`src/rtl/base64url_unpadded_decoder_defines.svh`:
```
// ----------------------------------------------------------------------------
// base64url_unpadded_decoder_defines
// Assertion macros for the URL-safe base64 decoder; empty under synthesis.
// ----------------------------------------------------------------------------
`ifndef BASE64URL_UNPADDED_DECODER_DEFINES_SVH
`define BASE64URL_UNPADDED_DECODER_DEFINES_SVH

`ifndef SYNTHESIS
// same-cycle implication, switched off while reset is high
`define B64U_ASSERT_IMP(lbl, clk, rst, ante, cons) \
  lbl: assert property (@(posedge clk) disable iff (rst) (ante) |-> (cons)) \
    else $error("b64u: implication check failed");
// next-cycle implication, live through reset
`define B64U_ASSERT_NXT(lbl, clk, ante, cons) \
  lbl: assert property (@(posedge clk) (ante) |=> (cons)) \
    else $error("b64u: next-cycle check failed");
`else
`define B64U_ASSERT_IMP(lbl, clk, rst, ante, cons)
`define B64U_ASSERT_NXT(lbl, clk, ante, cons)
`endif

`endif

```
`src/rtl/b64u_pkg.sv`:
```
// ----------------------------------------------------------------------------
// b64u_pkg
// Shared types, constants and the alphabet lookup for the base64url decoder.
// ----------------------------------------------------------------------------
`timescale 1ns / 1ps

package b64u_pkg;

  localparam int unsigned POS_BITS_DEF = 32;
  localparam int unsigned OUT_POS_W    = 32;
  localparam int unsigned BYTE_W       = 8;
  localparam int unsigned SEXTET_W     = 6;
  localparam int unsigned M_TDATA_W    = BYTE_W + OUT_POS_W;

  localparam logic [7:0] NOT_IN_ALPHABET = 8'd255;
  localparam logic [1:0] GROUP_LAST_SLOT = 2'd3;

  typedef enum logic [1:0] {
    STAT_OK      = 2'd0,
    STAT_BAD_CHR = 2'd1,
    STAT_BAD_LEN = 2'd2
  } b64u_status_t;

  // results produced by one character, handed to the output buffer
  typedef struct packed {
    logic [1:0]            n;
    logic [BYTE_W-1:0]     b0;
    logic [BYTE_W-1:0]     b1;
    logic [BYTE_W-1:0]     b2;
    logic                  last;
    b64u_status_t          status;
    logic [OUT_POS_W-1:0]  pos;
  } b64u_grp_t;

  // character to sextet; NOT_IN_ALPHABET outside A-Z a-z 0-9 - _
  function automatic logic [7:0] sextet_of(input logic [7:0] c);
    logic [7:0] v;
    begin
      if (c >= 8'h41 && c <= 8'h5A)      v = c - 8'h41;
      else if (c >= 8'h61 && c <= 8'h7A) v = c - 8'h61 + 8'd26;
      else if (c >= 8'h30 && c <= 8'h39) v = c - 8'h30 + 8'd52;
      else if (c == 8'h2D)               v = 8'd62;
      else if (c == 8'h5F)               v = 8'd63;
      else                               v = NOT_IN_ALPHABET;
      return v;
    end
  endfunction

endpackage

```
`src/rtl/b64u_out_buf.sv`:
```
// ----------------------------------------------------------------------------
// b64u_out_buf
// Holds the results of one character and hands them out one per transaction.
// ----------------------------------------------------------------------------
`timescale 1ns / 1ps

module b64u_out_buf (
  input  logic                          clk,
  input  logic                          rst,
  input  logic                          load,
  input  b64u_pkg::b64u_grp_t           grp,
  output logic                          can_load,
  output logic                          m_tvalid,
  input  logic                          m_tready,
  output logic [b64u_pkg::M_TDATA_W-1:0] m_tdata,  // byte_out, bad_position
  output logic                          m_tlast,
  output logic [1:0]                    m_tuser    // status
);
  import b64u_pkg::*;

  b64u_grp_t         grp_q;
  logic              valid;
  logic [1:0]        idx;
  logic [1:0]        last_idx;
  logic              at_end;
  logic [BYTE_W-1:0] cur_byte;

  assign last_idx = grp_q.n - 2'd1;
  assign at_end   = (idx == last_idx);
  assign can_load = !valid || (m_tready && at_end);

  always_ff @(posedge clk) begin
    if (rst) begin
      valid <= 1'b0;
      idx   <= 2'd0;
    end else if (load) begin
      valid <= 1'b1;
      idx   <= 2'd0;
    end else if (valid && m_tready) begin
      if (at_end) begin
        valid <= 1'b0;
      end else begin
        idx <= idx + 2'd1;
      end
    end
  end

  always_ff @(posedge clk) begin
    if (load) begin
      grp_q <= grp;
    end
  end

  always_comb begin
    case (idx)
      2'd0:    cur_byte = grp_q.b0;
      2'd1:    cur_byte = grp_q.b1;
      2'd2:    cur_byte = grp_q.b2;
      default: cur_byte = '0;
    endcase
  end

  assign m_tvalid = valid;
  assign m_tdata  = {grp_q.pos, cur_byte};
  assign m_tlast  = grp_q.last && at_end;
  assign m_tuser  = grp_q.status;

endmodule

```
`src/rtl/base64url_unpadded_decoder.sv`:
```
// ----------------------------------------------------------------------------
// base64url_unpadded_decoder
// URL-safe base64 decoder without padding, one character per transaction in,
// one decoded byte (or one error report) per transaction out.
// ----------------------------------------------------------------------------
//
//  channel | dir | tdata                           | tlast        | tuser
//  --------+-----+---------------------------------+--------------+--------
//  s_      | in  | [7:0] char_in                   | is_last      | -
//  m_      | out | [7:0] byte_out, [39:8] bad_pos  | last_out     | status
//
//  A character is registered on acceptance and decoded in the next cycle
//  against the group state; its results (none, one, two or three) load a
//  small output buffer that drains one per cycle while m_tready is high.
//  The first result is offered from the buffer once the held character advances.
//  Characters that give no result pass without waiting on the buffer, so
//  a steady stream runs at one character per cycle while m_tready is high;
//  a group's three bytes drain while the next group's first three are taken.
//  Input stalls when a result-bearing character meets a buffer that is
//  still draining: while m_tready is low, and also with m_tready high when
//  a string closes with a tail of one or two characters straight after a
//  full group, before that group's three bytes have drained.
//  Synchronous reset clears the group state, character count, drop flag and
//  both valid flags; no clearing pass.
//
`timescale 1ns / 1ps
`include "base64url_unpadded_decoder_defines.svh"

module base64url_unpadded_decoder #(
  parameter int unsigned POS_BITS = b64u_pkg::POS_BITS_DEF
) (
  input  logic                           clk,
  input  logic                           rst,
  input  logic                           s_tvalid,
  output logic                           s_tready,
  input  logic [7:0]                     s_tdata,   // char_in
  input  logic                           s_tlast,   // is_last
  output logic                           m_tvalid,
  input  logic                           m_tready,
  output logic [b64u_pkg::M_TDATA_W-1:0] m_tdata,   // byte_out, bad_position
  output logic                           m_tlast,   // last_out
  output logic [1:0]                     m_tuser    // status
);
  import b64u_pkg::*;

  // input register
  logic       in_valid;
  logic [7:0] in_char;
  logic       in_last;

  // decoder state
  logic [1:0]          group_count, group_count_next;
  logic [17:0]         sextet_acc,  sextet_acc_next;
  logic [POS_BITS-1:0] char_count,  char_count_next;
  logic                group_bad,   group_bad_next;
  logic                dropping,    dropping_next;

  logic [7:0]          v_raw;
  logic                inval;
  logic [5:0]          v;
  logic                bad;
  logic [POS_BITS-1:0] start;
  logic [5:0]          s1, s2, s3;
  b64u_grp_t           grp;
  logic                can_load;
  logic                advance;
  logic                s_hs;

  assign s_hs = s_tvalid && s_tready;

  assign v_raw = sextet_of(in_char);
  assign inval = (v_raw == NOT_IN_ALPHABET);
  assign v     = inval ? 6'd0 : v_raw[5:0];
  assign bad   = group_bad || inval;
  assign start = char_count - POS_BITS'(group_count);
  assign s1    = sextet_acc[17:12];
  assign s2    = sextet_acc[11:6];
  assign s3    = sextet_acc[5:0];

  // decode of the held character against the current group
  always_comb begin
    group_count_next = group_count;
    sextet_acc_next  = sextet_acc;
    char_count_next  = char_count;
    group_bad_next   = group_bad;
    dropping_next    = dropping;
    grp              = '0;
    grp.status       = STAT_OK;

    if (dropping) begin
      // skip to the end of the string
      if (in_last) begin
        dropping_next   = 1'b0;
        char_count_next = '0;
      end
    end else if (group_count == GROUP_LAST_SLOT) begin
      if (bad) begin
        grp.n      = 2'd1;
        grp.last   = 1'b1;
        grp.status = STAT_BAD_CHR;
        grp.pos    = OUT_POS_W'(start);
        dropping_next = !in_last;
      end else begin
        grp.n    = 2'd3;
        grp.b0   = {s1, s2[5:4]};
        grp.b1   = {s2[3:0], s3[5:2]};
        grp.b2   = {s3[1:0], v};
        grp.last = in_last;
      end
      group_count_next = '0;
      sextet_acc_next  = '0;
      group_bad_next   = 1'b0;
      char_count_next  = in_last ? '0 : char_count + POS_BITS'(1);
    end else if (in_last) begin
      grp.n    = 2'd1;
      grp.last = 1'b1;
      if (group_count == 2'd0) begin
        // a lone final character can never form a byte
        grp.status = STAT_BAD_LEN;
        grp.pos    = OUT_POS_W'(start);
      end else if (bad) begin
        grp.status = STAT_BAD_CHR;
        grp.pos    = OUT_POS_W'(start);
      end else if (group_count == 2'd1) begin
        grp.b0 = {s3, v[5:4]};
      end else begin
        grp.n    = 2'd2;
        grp.b0   = {s2, s3[5:4]};
        grp.b1   = {s3[3:0], v[5:2]};
      end
      group_count_next = '0;
      sextet_acc_next  = '0;
      group_bad_next   = 1'b0;
      char_count_next  = '0;
    end else begin
      sextet_acc_next  = {sextet_acc[11:0], v};
      group_bad_next   = bad;
      group_count_next = group_count + 2'd1;
      char_count_next  = char_count + POS_BITS'(1);
    end
  end

  // result-free characters never wait on the output buffer
  assign advance  = in_valid && ((grp.n == 2'd0) || can_load);
  assign s_tready = !in_valid || advance;

  always_ff @(posedge clk) begin
    if (rst) begin
      in_valid <= 1'b0;
    end else if (s_tready) begin
      in_valid <= s_tvalid;
    end
  end

  always_ff @(posedge clk) begin
    if (s_hs) begin
      in_char <= s_tdata;
      in_last <= s_tlast;
    end
  end

  always_ff @(posedge clk) begin
    if (rst) begin
      group_count <= '0;
      sextet_acc  <= '0;
      char_count  <= '0;
      group_bad   <= 1'b0;
      dropping    <= 1'b0;
    end else if (advance) begin
      group_count <= group_count_next;
      sextet_acc  <= sextet_acc_next;
      char_count  <= char_count_next;
      group_bad   <= group_bad_next;
      dropping    <= dropping_next;
    end
  end

  b64u_out_buf u_out_buf (
    .clk      (clk),
    .rst      (rst),
    .load     (advance && (grp.n != 2'd0)),
    .grp      (grp),
    .can_load (can_load),
    .m_tvalid (m_tvalid),
    .m_tready (m_tready),
    .m_tdata  (m_tdata),
    .m_tlast  (m_tlast),
    .m_tuser  (m_tuser)
  );

  // error reports always close the string
  `B64U_ASSERT_IMP(a_err_is_last, clk, rst, m_tvalid && (m_tuser != STAT_OK), m_tlast)
  // ok bytes carry no offset
  `B64U_ASSERT_IMP(a_ok_no_pos, clk, rst, m_tvalid && (m_tuser == STAT_OK), m_tdata[M_TDATA_W-1:BYTE_W] == '0)
  // a dropped string leaves no group half built
  `B64U_ASSERT_IMP(a_drop_clean, clk, rst, dropping, (group_count == 2'd0) && !group_bad)
  // nothing offered right after reset
  `B64U_ASSERT_NXT(a_rst_quiet, clk, rst, !m_tvalid && !in_valid)

endmodule

```
`config.mk`:
```
export PLATFORM = sky130hd
export DESIGN_NAME = base64url_unpadded_decoder
export DESIGN_NICKNAME = d
export VERILOG_FILES = /design/src/rtl/b64u_pkg.sv /design/src/rtl/b64u_out_buf.sv /design/src/rtl/base64url_unpadded_decoder.sv
export VERILOG_INCLUDE_DIRS = /design/src /design/src/rtl
export SDC_FILE = /design/constraint.sdc
export NUM_CORES = 1
export LEC_CHECK = 0
export ABC_CLOCK_PERIOD_IN_PS = 6100
export BUFFER_PORTS_ARGS = -buffer_cell sky130_fd_sc_hd__buf_2
export CORE_UTILIZATION = 35
export CTS_CLUSTER_SIZE = 8
export DETAILED_ROUTE_END_ITERATION = 12
export SLEW_MARGIN = 20
export SYNTH_ARGS = -nofsm -noshare
export SYNTH_HDL_FRONTEND = slang
export SYNTH_SLANG_ARGS = --single-unit
```
`constraint.sdc`:
```
create_clock -name clk -period 6.1 [get_ports clk]
set_input_delay 1.525 -clock clk [delete_from_list [all_inputs] [get_ports clk]]
set_output_delay 1.525 -clock clk [all_outputs]
set_load 0.03 [all_outputs]
```
[Word level (Yosys, flattened, before mapping)]
Cells that the tools add are included.
Storage, ports and cells
  bits in registers: 128
  output and inout bits: 45
Cells by class
  add/sub/neg operators: 10
  $lt $le $gt $ge: 6
  equality and inequality tests: 9
  mux-type cells: 39
  bitwise operators: 3
  reduce and logical (&&, ||, !) cells: 28
Operators by type and width (number)
  $mux 18: 6
  $mux 32: 3
  $mux 35: 2
  $mux 8: 8
  $mux 61: 1
  $mux 34: 1
  $mux 33: 1
  $add 32x1->32 const B: 1
  $sub 32x2->32: 1
  $mux 24: 1
  $pmux 8 s3: 1
  $ge 8x7->1 const B: 2
  $le 8x7->1 const B: 2
  $sub 8x7->8 const B: 2
  $mux 1: 10
  $logic_and 1x1->1: 9
  $add 8x5->8 const B: 1
  $add 8x6->8 const B: 1
  $eq 8x6->1 const B: 1
  $eq 8x7->1 const B: 1
  $eq 8x8->1 const B: 1
  $ge 8x6->1 const B: 1
  $le 8x6->1 const B: 1
  $mux 2: 4
  16 further kinds: 33

[Logic depth before layout (Yosys ltp)]
Gate-level depths: netlist (run 1).
  depth after elaboration: 20
  mapped depth: 13
  mapped depth without buffers: 11

[Cells and area by module]
A second synthesis (run 1) with hierarchy kept.
Second synthesis, totals
  cells, all modules: 760
  area total of the unflattened synthesis: 7145.6 um^2
By module, submodules not included
  base64url_unpadded_decoder: instances 1, cells each 617, area an instance 4685.7 um^2, sequential area each 1371.3 um^2
  b64u_out_buf: instances 1, cells each 143, area an instance 2459.9 um^2, sequential area each 1891.8 um^2

[Worst setup path before layout (run 1)]
OpenSTA, ideal clock, no wires.
  path kind: register -> register
  start: register in_char[0]
  end: register u_out_buf.grp_q[34] (netlist name) (enable)
  library setup time: 0.482 ns
  arrival: 4.440 ns
  setup slack: 1.178 ns
  cell stages (with the launch flop): 10
  buffers on the path: 0
  clock period less this slack: 4.922 ns
  cell sequence: edfxtp_1 > inv_1 > ha_1 > nand2b_1 > o21a_1 > a211o_1 > o211a_4 > inv_4 > o21ai_0 > nor2_1
RTL lines
  start: declaration: line base64url_unpadded_decoder.sv:48  | logic [7:0] in_char;
  start signal: assignment: line base64url_unpadded_decoder.sv:157  | in_char <= s_tdata;
  end signal: assignment: line b64u_out_buf.sv:50  | grp_q <= grp;
  end: declaration: line b64u_out_buf.sv:21  | b64u_grp_t grp_q;

==> results of run 1 <==
[flip-flops by register name (all words and copies together) (netlist names)]
register            flops
in_valid                1
u_out_buf.grp_q        27
u_out_buf.m_tdata      32
char_count             32
u_out_buf.m_tvalid      1
group_bad               1
in_last                 1
u_out_buf.idx           2
sextet_acc             18
in_char                 8
group_count             2
u_out_buf.m_tuser       2
dropping                1
[final cells by class]
type | instances | area, sq um | share of cell area [%]
sequential | 128 | 3260 | 40.8
clock inverter | 11 | 76.3 | 0.954
multi-input combinational | 515 | 3450 | 43.1
tap | 270 | 338 | 4.22
clock buffer | 21 | 440 | 5.50
inverter | 27 | 104 | 1.30
timing repair buffer | 63 | 330 | 4.13
[worst min-delay path by stage]
stage,start,end,slack [ps],depth (start not counted)
floorplan,sextet_acc[17]$_SDFFE_PP0P_,sextet_acc[17]$_SDFFE_PP0P_,430,2
global placement,sextet_acc[16]$_SDFFE_PP0P_,sextet_acc[16]$_SDFFE_PP0P_,440,2
detailed placement,sextet_acc[15]$_SDFFE_PP0P_,sextet_acc[15]$_SDFFE_PP0P_,440,2
CTS,sextet_acc[15]$_SDFFE_PP0P_,sextet_acc[15]$_SDFFE_PP0P_,450,2
global route,sextet_acc[12]$_SDFFE_PP0P_,sextet_acc[12]$_SDFFE_PP0P_,470,2
finish,sextet_acc[12]$_SDFFE_PP0P_,sextet_acc[12]$_SDFFE_PP0P_,450,2
[cell families after synthesis]
family	count (synthesis)	synth area share (%)
compound gates	156	16.2
xor+xnor	38	4.55
fa+ha+maj	19	3.35
buf+inv	115	8.63
flops	128	44.6
mux	9	1.30
simple gates	293	21.3
[stage by stage]
step	utilization, %	instance area [sq um]	total power, W	worst slack (ps)	instances
after floorplan	-	7310	0.00110	1180	758
after global placement	36.7	7470	0.00114	1660	1003
after detailed placement	36.7	7480	0.00114	1600	1003
after CTS	39.3	8000	0.00205	1130	1035
after global routing	39.3	8000	0.00210	757	1035
final	39.3	8000	0.00203	1120	1035
[worst reg2reg max path, delay by kind of cell, from the launching register on]
kind	cells	cell delay, ps
flip-flops	1	500
buffers and inverters	2	650
AO/OA/AOI/OAI	2	480
adder cells (fa/ha/maj)	1	240
AND/OR/NAND/NOR	4	1560
[metal layers]
metal	up-vias	wire length, um	global-route usage, %
met5	-	0	0
li1	2738	-	-
met2	143	6830	22.5
met3	18	782	2.97
met4	0	252	5.78
met1	2599	8560	23.4
[power by group]
group,leakage [nW],internal (W),switching [W]
clock network,0.252,0.000548,0.000357
registers,1.14,0.000929,0.0000159
logic,1.39,0.0000563,0.000124
total,2.79,0.00153,0.000498
[cell usage in the layout, fill, tap and decap left out, drive strengths merged, types with 9 or more instances in the layout]
cell and n:
a21oi 36, a22o 14, a31oi 35, and2 11, and3 12, buf 63, clkbuf 21, clkinv 9
dfxtp 58, edfxtp 70, ha 18, inv 27, nand2 64, nand3 38, nand4 11, nor2 69
nor2b 9, nor3 23, nor4 12, o21ai 22, or4 18, xnor2 24, xor2 14
==> results by stage, run 1 <==
Outcome:
- The run finished with clean final reports.

Setup path:
- The setup check on the worst reg-to-reg path leaves a slack of 2270 ps.
- The slowest cell on the critical path is o21ai_0.
- The critical path buffer and inverter count is 3.
- The longest individual stage delay on the worst path is 590 ps.
- The largest fanout on the critical path is 9.
- Traced cell by cell, the critical path runs through inv_1 -> ha_1 -> a21o_1 -> o2111ai_1 -> a221oi_2 -> nor3_1 -> o21ai_0 -> nor2_1 -> inv_1 -> buf_2.
- The endpoint of the most critical setup path is s_tready.
- STA classifies the critical path endpoint as an output pin.
- The data arrival at the endpoint of the critical path is 3460 ps.
- The startpoint-to-endpoint class of the critical path is flip-flop to output pin.
- In this run the critical register-to-register path is launched from in_char[1]$_DFFE_PP_.
- The most critical setup path has its startpoint at in_char[2]$_DFFE_PP_.
- The cell with the most instances on the worst path is inv_1.
- The instance count on the critical path is 10.
- For the worst flop-to-flop path, the logic depth is 9.
- The dominant delay contributor by cell family on the critical path is compound AO/OA/AOI/OAI gates.
- Data on the critical path is required at its endpoint by 4580 ps.
- STA classifies the critical path startpoint as a flip-flop.
- The end of the worst register-to-register path is u_out_buf.m_tdata[26]$_SDFFCE_PP0P_.

GRT:
- The wire length of the first global-routing pass is 26900 um.
- The pin count of the biggest net entering global routing is 46.
- The overall routing resource usage is 15.8%.
- The number of antenna violations at the first check in global routing came to 0.
- After global routing the overflow that remains totals 0.
- The number of global-route vias before repair is 5080.

Timing:
- The final number of hold-violating endpoints is 0.
- Derived from the worst setup path, the maximum achievable clock frequency is 0.201 GHz.
- The time the worst path needs with I/O delays and setup is 4980 ps.
- Setup repair after global routing left no endpoint under its margin.
- The clock arrives with 9.19 ps of skew.
- At the pin with the least slew margin, the transition time is 1030 ps.
- The final worst hold slack is 452 ps.
- The sum of negative setup slack is 0 ps.
- The relative slew slack is 31.1%.
- The number of slew-limit violations in the final report was 0.
- In the finished design, the share of the clock period the worst path needs comes to 81.7%.
- Setup violations remaining at the end of the flow were counted as 0.

Routing:
- The mean number of vias per cell is 5.31.
- The average routed wire per standard cell is 15.9 um.
- The number of detailed-routing iterations run before antenna repair is 7.
- The count of antenna-violating nets left after detailed routing is 0.
- The final layout contains routed wiring with a total length of 16400 um.
- The detailed router placed 5498 vias in this run.
- The first routing iteration left 514 violations.
- After detailed routing, the number of remaining DRC violations is 0.

Clock tree:
- The CTS tree is built.
- The later-pin clock latency in the skew report is 420 ps.
- The clock passes through at most 2 buffers.
- The number of H-tree levels is 4.
- The CTS root buffer is clkbuf_16.
- The buffers inserted during post-CTS setup optimization is 0.
- Once the clock tree was built, the resizer swapped 0 gates to a different size.
- In this run, CTS created clock tree buffers numbering 17.
- The tree built by TritonCTS fans out to 128 sinks.
- The count of hold-fix buffers inserted at cts is 0.
- The clock-pin slew reported for the worst setup and hold paths after clock tree synthesis is 50 ps.

Logic synthesis:
- The most frequently used flop master after synthesis is edfxtp_1.
- Sequential cells were found to cover 44.6% of the synthesized design area.
- Synthesis produced a netlist with a net count of 790.
- The post-synthesis cell count is 758.
- The most frequently used cell type in the post-synthesis netlist is edfxtp_1.
- The largest area contributor in the netlist is edfxtp_1.
- In this run the mean area of a mapped cell was 9.64 sq um.
- The number of synthesized flops with an enable pin is 70.
- The unique cell type count in the Yosys netlist is 75.
- The share of synthesized area in the top cell type comes to 28.8%.
- The area of the mapped netlist is 7310 sq um.
- Sorting the synthesized cells by how often they occur yields edfxtp_1, nor2_1, dfxtp_1, nand2_1, clkbuf_1.
- The post-synthesis register bit count is 128.
- Sorting the synthesized cells by area gives the leading types as edfxtp_1, dfxtp_1, nor2_1.
- Of all flip-flops after synthesis, the portion carrying an async set or reset was 0%.
- The number of warnings issued by yosys is 0.

Floorplan:
- The placeable core region is 20400 sq um.
- During I/O placement, the number of pins put on the boundary was 58.
- The floorplan die area is 21500 sq um.
- In this run the vertical extent of the chip is 147 um.
- The floorplan has 52 rows.
- The starting density of the core is 35.9%.
- The horizontal die dimension is 147 um.

Placement:
- The placed wire-length estimate is 11400 um.
- The count of buffers added on input and output ports is 57.
- The weighted congestion at the end of routability-driven global placement is 0.860.

Final layout:
- The total inserted antenna cells is 0.
- The layout has 1982 filler cells.
- Compared with the post-synthesis result, the final layout area differs by 9.48%.
- The net total in the final layout is 784.
- The fraction of layout cells with a size suffix above 1 is 17.4%.

Job:
- The number of max-cap violations is 0.

Pwr:
- In this run the static leakage power is 2.79 nW.
- For this design the ratio of total power to cell area is 254 nW/um^2.
- VDD sags by at most 0.181 mV.

Worst hold path:
- The worst hold path belongs to the class flip-flop to flip-flop.
No activity file was read; power rests on OpenSTA's default activity.
==> inputs of run 2 (changes only) <==
--- a/config.mk
+++ b/config.mk
@@ -6,7 +6,8 @@
 export SDC_FILE = /design/constraint.sdc
 export NUM_CORES = 1
 export LEC_CHECK = 0
-export ABC_CLOCK_PERIOD_IN_PS = 6100
+export ABC_AREA = 1
+export ABC_CLOCK_PERIOD_IN_PS = 4700
 export BUFFER_PORTS_ARGS = -buffer_cell sky130_fd_sc_hd__buf_2
 export CORE_UTILIZATION = 35
 export CTS_CLUSTER_SIZE = 8
==> constraint.sdc (replaced) <==
create_clock -name clk -period 4.7 [get_ports clk]
set_input_delay 1.175 -clock clk [delete_from_list [all_inputs] [get_ports clk]]
set_output_delay 1.175 -clock clk [all_outputs]
set_load 0.03 [all_outputs]
==> results by stage, run 2 <==
Outcome:
- The flow ran to the end, and the final reports show no timing, DRC or antenna violations.

Final layout:
- The fraction of layout cells with a size suffix above 1 is 11.6% (-5.8 points).
- The area of all placed cells without fillers was 8980 sq um (+12%).
- The final core utilization is 39.4% (+0.14 points).
- The total inserted antenna cells is 0 (unchanged).
- The most common cell after layout, fill and taps aside is nand2_1.
- The final cell count without fillers is 1406 (+36%).
- Leaving out fill and tap cells, the most frequent cells in the layout are nand2_1, nor2_1, inv_1.
- From synthesis to final layout, the design area changed by 9.89%.
- The net total in the final layout came to 1112 (+42%).

Placement:
- The count of placed standard cells including taps is 1374 (+37%).
- The weighted congestion at the end of routability-driven global placement was 0.896 (+4.1%).
- The post-placement worst setup slack is 746 ps (-856 ps).
- The placed wire-length estimate is 14400 um (+27%).
- The placement-stage cell area was 8370 sq um (+12%).
- The number of buffer cells added on primary ports came to 57 (unchanged).

Clock tree:
- The maximum buffer depth of the clock tree is 2 (unchanged).
- The count of hold-fix buffers inserted at cts is 0 (unchanged).
- The number of H-tree levels is 4 (unchanged).
- The later-pin clock latency in the skew report is 430 ps (about the same).
- The clock-pin slew reported for the worst setup and hold paths after clock tree synthesis came to 70 ps (+20 ps).
- The number of cells upsized or downsized after cts is 0 (unchanged).
- The CTS tree is built.
- The CTS root buffer is clkbuf_16.
- The number of CTS-inserted buffers is 17 (unchanged).
- The buffers inserted during post-CTS setup optimization was 0 (unchanged).
- The clock sink count came to 128 (unchanged).

Floorplan:
- The starting density of the core is 35.9% (about the same).
- The height of the chip is 155 um (+5.7%).
- The placeable core region is 22800 sq um (+12%).
- The number of cell rows is 55 (+5.8%).
- The horizontal die dimension came to 155 um (+5.7%).
- The boundary pin count is 58 (unchanged).
- The floorplan die area came to 24000 sq um (+12%).

Pwr:
- The power density relative to cell area is 345 nW/um^2 (+36%).
- The leakage power of the design was 3.52 nW (+26%).
- The highest ir drop seen on vdd came to 0.267 mV (+47%).

Timing:
- The final number of hold-violating endpoints is 0 (unchanged).
- Setup repair after global routing left no endpoint under its margin.
- The sum of negative setup slack is 0 ps (unchanged).
- The worst clock skew is 11.8 ps (+2.58 ps).
- The time the worst path needs with I/O delays and setup is 4390 ps.
- The slew at the pin closest to its max-slew limit came to 895 ps (-138 ps).
- The final count of negative-setup-slack endpoints is 0 (unchanged).
- The relative slew slack was 40.2% (+9.1 points).
- After layout, the worst path uses 93.3% of the clock period.
- Timing would allow up to 0.228 GHz.
- The number of slew-limit violations in the final report is 0 (unchanged).
- The final worst slack is 313 ps (-806 ps).

Logic synthesis:
- The mean post-synth cell area is 7.45 sq um (-23%).
- The post-synthesis cell count was 1098 (+45%).
- By area the synthesized netlist is led by edfxtp_1, dfxtp_1, nand2_1.
- After synthesis, the most frequently instantiated cells are nand2_1, nor2_1, inv_1, edfxtp_1, nand4_1.
- The async set-or-reset flop fraction in the synthesized netlist was 0% (unchanged).
- The largest total area in the synthesized netlist belongs to edfxtp_1.
- The synthesized net count is 1130 (+43%).
- The most frequently used flop master after synthesis is edfxtp_1.
- The number of synthesized flops with an enable pin is 70 (unchanged).
- The post-synthesis register bit count was 128 (unchanged).
- The number of warnings issued by yosys is 0 (unchanged).
- The unique cell type count in the Yosys netlist is 46 (-39%).
- The most frequently used cell type in the post-synthesis netlist is nand2_1.
- The register area share after synthesis is 39.9% (-4.7 points).
- The fraction of post-synthesis cell area in the top cell type by area came to 25.7% (-3.0 points).
- The area of the mapped netlist was 8180 sq um (+12%).

Setup path:
- The data arrival at the endpoint of the critical path is 3210 ps (-250 ps).
- The startpoint type of the worst setup path is a flip-flop.
- The worst register-to-register path begins at in_char[2]$_DFFE_PP_.
- The startpoint-to-endpoint class of the critical path is flip-flop to output pin.
- The depth of the worst register-to-register path is 22 (+13).
- The worst setup path is captured at an output pin.
- The required time at the worst-slack endpoint is 3520 ps (-1060 ps).
- The startpoint of the worst setup timing path is in_char[3]$_DFFE_PP_.
- The largest fanout on the critical path is 12 (+3).
- The setup slack of the most critical reg-to-reg path is 880 ps (-1390 ps).

Routing:
- The number of detailed-routing iterations run before antenna repair is 5 (-2).
- The number of vias in the routed layout is 7025 (+28%).
- The final wirelength is 20700 um (+26%).
- The count of antenna-violating nets left after detailed routing was 0 (unchanged).
- The mean number of vias per cell is 5.00 (-5.9%).
- The DRC marker count from the first detailed-route iteration is 586 (+14%).
- The number of design rule violations left after detail routing was 0 (unchanged).
- The average routed wire per standard cell is 14.7 um (-7.1%).

GRT:
- The pin count of the biggest net entering global routing was 55 (+20%).
- The wire length of the first global-routing pass is 34100 um (+27%).
- The overall routing resource usage is 17.9% (+2.1 points).
- The number of global-route vias before repair was 6502 (+28%).
- The number of antenna violations at the first check in global routing is 0 (unchanged).
- The leftover overflow at the end of global routing is 0 (unchanged).

Worst hold path:
- The hold-critical path depth is 2 (unchanged).
- The worst hold path belongs to the class flip-flop to flip-flop.
- The hold path startpoint is sextet_acc[2]$_SDFFE_PP0P_.

Job:
- The number of max-cap violations is 0 (unchanged).
==> run 2: changes by cell type in the layout (fill, tap and decap cells not counted), moves of 18 or more <==
cell / change
nand4_1: +51
a31oi_1: -32
nor2_1: +63
or4_1: -18
xor2_1: +30
xnor2_1: -21
inv_1: +89
nand2_1: +189
nor3_1: +23
a21oi_1: +33
==> run 2: area by class of cell <==
| class | count | area [sq um] |
|---|---|---|
| clock buffers | 19 | 433 |
| clock inverters | 13 | 186 |
| fillers | 2359 | 13800 |
| inverters | 121 | 454 |
| multi-input cells | 745 | 3870 |
| flip-flops and latches | 128 | 3260 |
| well taps | 313 | 392 |
| repair buffers | 67 | 385 |
==> run 2: worst paths after layout <==
check,endpoint
setup / recovery,s_tready
hold / removal,sextet_acc[8]$_SDFFE_PP0P_
setup reg to reg,u_out_buf.m_tdata[22]$_SDFFCE_PP0P_
hold reg to reg,sextet_acc[8]$_SDFFE_PP0P_
==> run 2: cell families after synthesis <==
kind of cell	synth area share, %
compound gates	6.66
simple gates	32.6
xor+xnor	5.03
buf+inv	12.8
fa+ha+maj	3.00
flops	39.9
==> run 2: per-layer routing <==
metal | vias to the layer above | global-route usage, % | routed length (um)
met5 | - | 0 | 0
met4 | 0 | 4.76 | 235
met3 | 20 | 3.33 | 1070
met2 | 214 | 27.1 | 8890
met1 | 3231 | 25.9 | 10500
li1 | 3560 | - | -
==> run 2: where the power goes <==
group          total, W  switching, W  internal, W
Clock           0.00141      0.000525     0.000889
Sequential      0.00126     0.0000271      0.00124
Combinational  0.000422      0.000300     0.000122
Total           0.00310      0.000852      0.00225
==> run 2: stage by stage <==
| stage | hold slack [ps] | power, W |
|---|---|---|
| floorplan | 453 | 0.00162 |
| global placement | 474 | 0.00171 |
| detailed placement | 485 | 0.00171 |
| CTS | 499 | 0.00312 |
| global route | 534 | 0.00322 |
| finish | 495 | 0.00310 |
==> run 2: critical path, cell delays in order, from the launching register on <==
cell      delay [ps]
edfxtp_1         490
inv_1            240
ha_1             210
nand2_1          110
inv_1             70
nand2_1           60
nand2_1           90
nand3_2          110
nand2_2          130
nor2_1            60
nor2_2           110
nand2_2          180
nand2_2          170
nand2_1           60
nand2_1           50
nand2_1          100
nand2_4          140
nand3_1          160
buf_2            250
==> inputs of run 3 (changes only) <==
--- a/config.mk
+++ b/config.mk
@@ -15,4 +15,5 @@
 export SLEW_MARGIN = 20
 export SYNTH_ARGS = -nofsm -noshare
 export SYNTH_HDL_FRONTEND = slang
+export SYNTH_HIERARCHICAL = 1
 export SYNTH_SLANG_ARGS = --single-unit
==> results by stage, run 3 <==
Outcome:
- The flow ran to the end, and the final reports show no timing, DRC or antenna violations.

Setup path:
- The startpoint-to-endpoint class of the critical path is flip-flop to output pin.
- STA classifies the critical path endpoint as an output pin.
- The largest fanout on the critical path is 13 (+1).
- The required time at the worst-slack endpoint is 3520 ps (about the same).
- The startpoint type of the worst setup path is a flip-flop.
- The data arrival at the endpoint of the critical path came to 3140 ps (-70 ps).

Logic synthesis:
- The largest area contributor in the netlist is edfxtp_1.
- The number of synthesized flops with an enable pin is 70 (unchanged).
- The fraction of post-synthesis cell area in the top cell type by area was 25.5% (-0.26 points).
- The post-synthesis register bit count was 128 (unchanged).
- The async set-or-reset flop fraction in the synthesized netlist came to 0% (unchanged).
- The area of the mapped netlist came to 8260 sq um (+1.0%).
- The simple-gate portion of the synthesized area is 31.7% (-0.93 points).
- The adder-cell share of the synthesized area is 2.97% (-0.030 points).
- The number of warnings issued by yosys is 6 (+6).
- The synthesized net count is 1101 (-2.6%).
- After synthesis, the cell types taking the most area are edfxtp_1, dfxtp_1, nand2_1.
- The most common cell in the synthesized netlist is nand2_1.
- The most used flip-flop cell after synthesis is edfxtp_1.
- The xor and xnor area share after synthesis is 4.56% (-0.47 points).
- The compound-cell area share of the yosys netlist is 7.94% (+1.3 points).
- The commonest cells after synthesis are nand2_1, inv_1, nor2_1, a21oi_1, nand4_1.
- The register area share after synthesis was 39.5% (-0.40 points).
- The post-synthesis cell count is 1069 (-2.6%).
- The largest family of logic cells by synthesized area is simple AND/OR/NAND/NOR gates.
- The mean post-synth cell area came to 7.73 sq um (+3.8%).
- The multiplexer fraction of the synthesized cell area came to 0.136% (+0.14 points).
- The unique cell type count in the Yosys netlist was 53 (+15%).

Floorplan:
- The floorplan die area is 24200 sq um (+1.0%).
- The boundary pin count came to 58 (unchanged).
- The horizontal die dimension is 156 um (+0.50%).
- The height of the chip came to 156 um (+0.50%).
- The placeable core region is 22900 sq um (+0.60%).
- The number of cell rows came to 55 (unchanged).
- The starting density of the core is 36.0% (+0.14 points).

Routing:
- The number of design rule violations left after detail routing is 0 (unchanged).
- The final wirelength was 20700 um (-0.15%).
- The mean number of vias per cell was 5.07 (+1.4%).
- The count of antenna-violating nets left after detailed routing is 0 (unchanged).
- The number of vias in the routed layout is 7005 (-0.28%).
- The DRC marker count from the first detailed-route iteration is 679 (+16%).
- The average routed wire per standard cell is 15.0 um (+1.6%).
- The number of detailed-routing iterations run before antenna repair was 5 (unchanged).

Timing:
- The final worst hold slack is 461 ps (-34.6 ps).
- The number of slew-limit violations in the final report is 0 (unchanged).
- The relative slew slack is 53.6% (+13 points).
- The sum of negative setup slack was 0 ps (unchanged).
- The final count of negative-setup-slack endpoints was 0 (unchanged).
- The slew at the pin closest to its max-slew limit is 697 ps (-199 ps).
- Setup repair after global routing left no endpoint under its margin.
- The worst clock skew was 10.2 ps (-1.53 ps).
- The time the worst path needs with I/O delays and setup is 4310 ps (-74.9 ps).
- The final number of hold-violating endpoints was 0 (unchanged).
- The peak clock frequency supported by timing is 0.232 GHz (+1.7%).
- The share of the clock period used by the worst path after layout is 91.7% (-1.6 points).

GRT:
- The wire length of the first global-routing pass came to 33900 um (-0.53%).
- The pin count of the biggest net entering global routing came to 60 (+9.1%).
- The leftover overflow at the end of global routing is 0 (unchanged).
- The number of antenna violations at the first check in global routing is 0 (unchanged).
- The overall routing resource usage came to 17.7% (-0.20 points).
- The number of global-route vias before repair was 6456 (-0.71%).

Pwr:
- The fraction of power spent switching nets is 24.4% (-3.1 points).
- The power share of the sequential group is 39.5% (-1.3 points).
- The highest ir drop seen on vdd was 0.214 mV (-20%).
- The cell-internal power came to 0.00236 W (+5.0%).
- The combinational share of power came to 9.9% (-3.7 points).
- The clock group share of total power is 50.6% (+5.0 points).
- The switching power came to 0.000761 W (-11%).
- The power density relative to cell area is 343 nW/um^2 (-0.57%).
- The leakage power of the design came to 3.39 nW (-3.5%).

Clock tree:
- The clock-pin slew reported for the worst setup and hold paths after clock tree synthesis is 60 ps (about the same).
- The number of CTS-inserted buffers came to 17 (unchanged).
- The CTS root buffer is clkbuf_16.
- The maximum buffer depth of the clock tree is 2 (unchanged).
- TritonCTS built the clock tree.
- The later-pin clock latency in the skew report came to 430 ps (about the same).
- The number of H-tree levels is 4 (unchanged).
- The clock sink count is 128 (unchanged).

Final layout:
- The total inserted antenna cells is 0 (unchanged).
- The number of filler cells placed in the layout is 2333 (-1.1%).
- The synthesis-to-layout area growth is 10.1%.
- The library cells used most frequently in the layout, excluding fill and tap cells, are nand2_1, inv_1, nor2_1.
- The net total in the final layout is 1088 (-2.2%).
- Leaving out fill and tap cells, the most frequent cell in the layout is nand2_1.
- The fraction of layout cells with a size suffix above 1 is 14.8% (+3.2 points).

Placement:
- The weighted congestion at the end of routability-driven global placement is 0.915 (+2.1%).
- The number of buffer cells added on primary ports came to 57 (unchanged).
- The placed wire-length estimate is 14000 um (-3.0%).

Job:
- The number of max-cap violations is 0 (unchanged).

Worst hold path:
- The classification of the worst-slack hold path is flip-flop to flip-flop.
## run 3: critical path, stage by stage, from the launching register on
cell and delay [ps]:
edfxtp_1 520, inv_1 190, ha_1 210, nand2_2 90
nor2_2 150, a21oi_4 90, nand2_2 100, nand2_1 60
nand2_1 90, nand2_2 70, nor2_4 120, nand3_4 140
nand2_4 180, nand2_1 70, nand2_1 70, nand2_2 70
nand2_4 100, nand3_1 140, buf_2 250
## run 3: cell type report
cell class | instances | area (sq um) | area share (%)
Tap cell | 313 | 392 | 4.31
Clock inverter | 14 | 258 | 2.83
Inverter | 116 | 435 | 4.79
Clock buffer | 18 | 439 | 4.83
Multi-Input combinational cell | 723 | 3910 | 43.0
Timing Repair Buffer | 70 | 395 | 4.35
Sequential cell | 128 | 3260 | 35.9
## run 3: cells by family after synthesis
family	count (synthesis)
adders and majority gates	19
xor gates and xnor gates	43
DFF	128
muxes	1
buffers and inverters	218
AOI/OAI and AO/OA	114
and+or+nand+nor	546
## run 3: per-stage QoR
stage,power (W),util [%],area [sq um],cells,setup WS [ps]
2_1_floorplan,0.00150,-,8260,1069,980
3_3_place_gp,0.00156,36.5,8370,1347,753
3_5_place_dp,0.00156,36.5,8370,1347,739
4_1_cts,0.00314,39.6,9070,1379,254
5_1_grt,0.00323,39.7,9100,1382,54.1
6_report,0.00312,39.7,9100,1382,388
## run 3: what timing repair did
item,in CTS,in global routing
hold buffers,0,0
gates resized for setup,0,1
endpoints found under the setup margin,0,1
setup buffers,0,3
## run 3: path summary, 6_finish.rpt
check	start	end	slack, ps	cells after the start
worst min-delay path	group_bad$_SDFFE_PP0P_	group_bad$_SDFFE_PP0P_	460	2
worst max register to register	group_count[0]$_SDFFE_PP0P_	u_out_buf/m_tdata[38]$_DFFE_PP_	1100	16
worst min register to register	group_bad$_SDFFE_PP0P_	group_bad$_SDFFE_PP0P_	460	2
worst max-delay path	in_char[3]$_DFFE_PP_	s_tready	390	18
## run 3: per-layer routing
metal	vias to the layer above	share of wire, %	GRT usage (%)
li1	3539	-	-
met5	-	0	0
met2	210	44	26.3
met4	0	1.8	6.35
met3	29	5.2	3.22
met1	3227	49	25.5
## run 3: power by group through the flow
stage,registers [W],clock network [W],logic [W]
after CTS,0.00123,0.00160,0.000308
after floorplan,0.00125,0,0.000250
final,0.00123,0.00158,0.000309
after detailed placement,0.00126,0,0.000306
after global routing,0.00124,0.00165,0.000343
after global placement,0.00126,0,0.000306
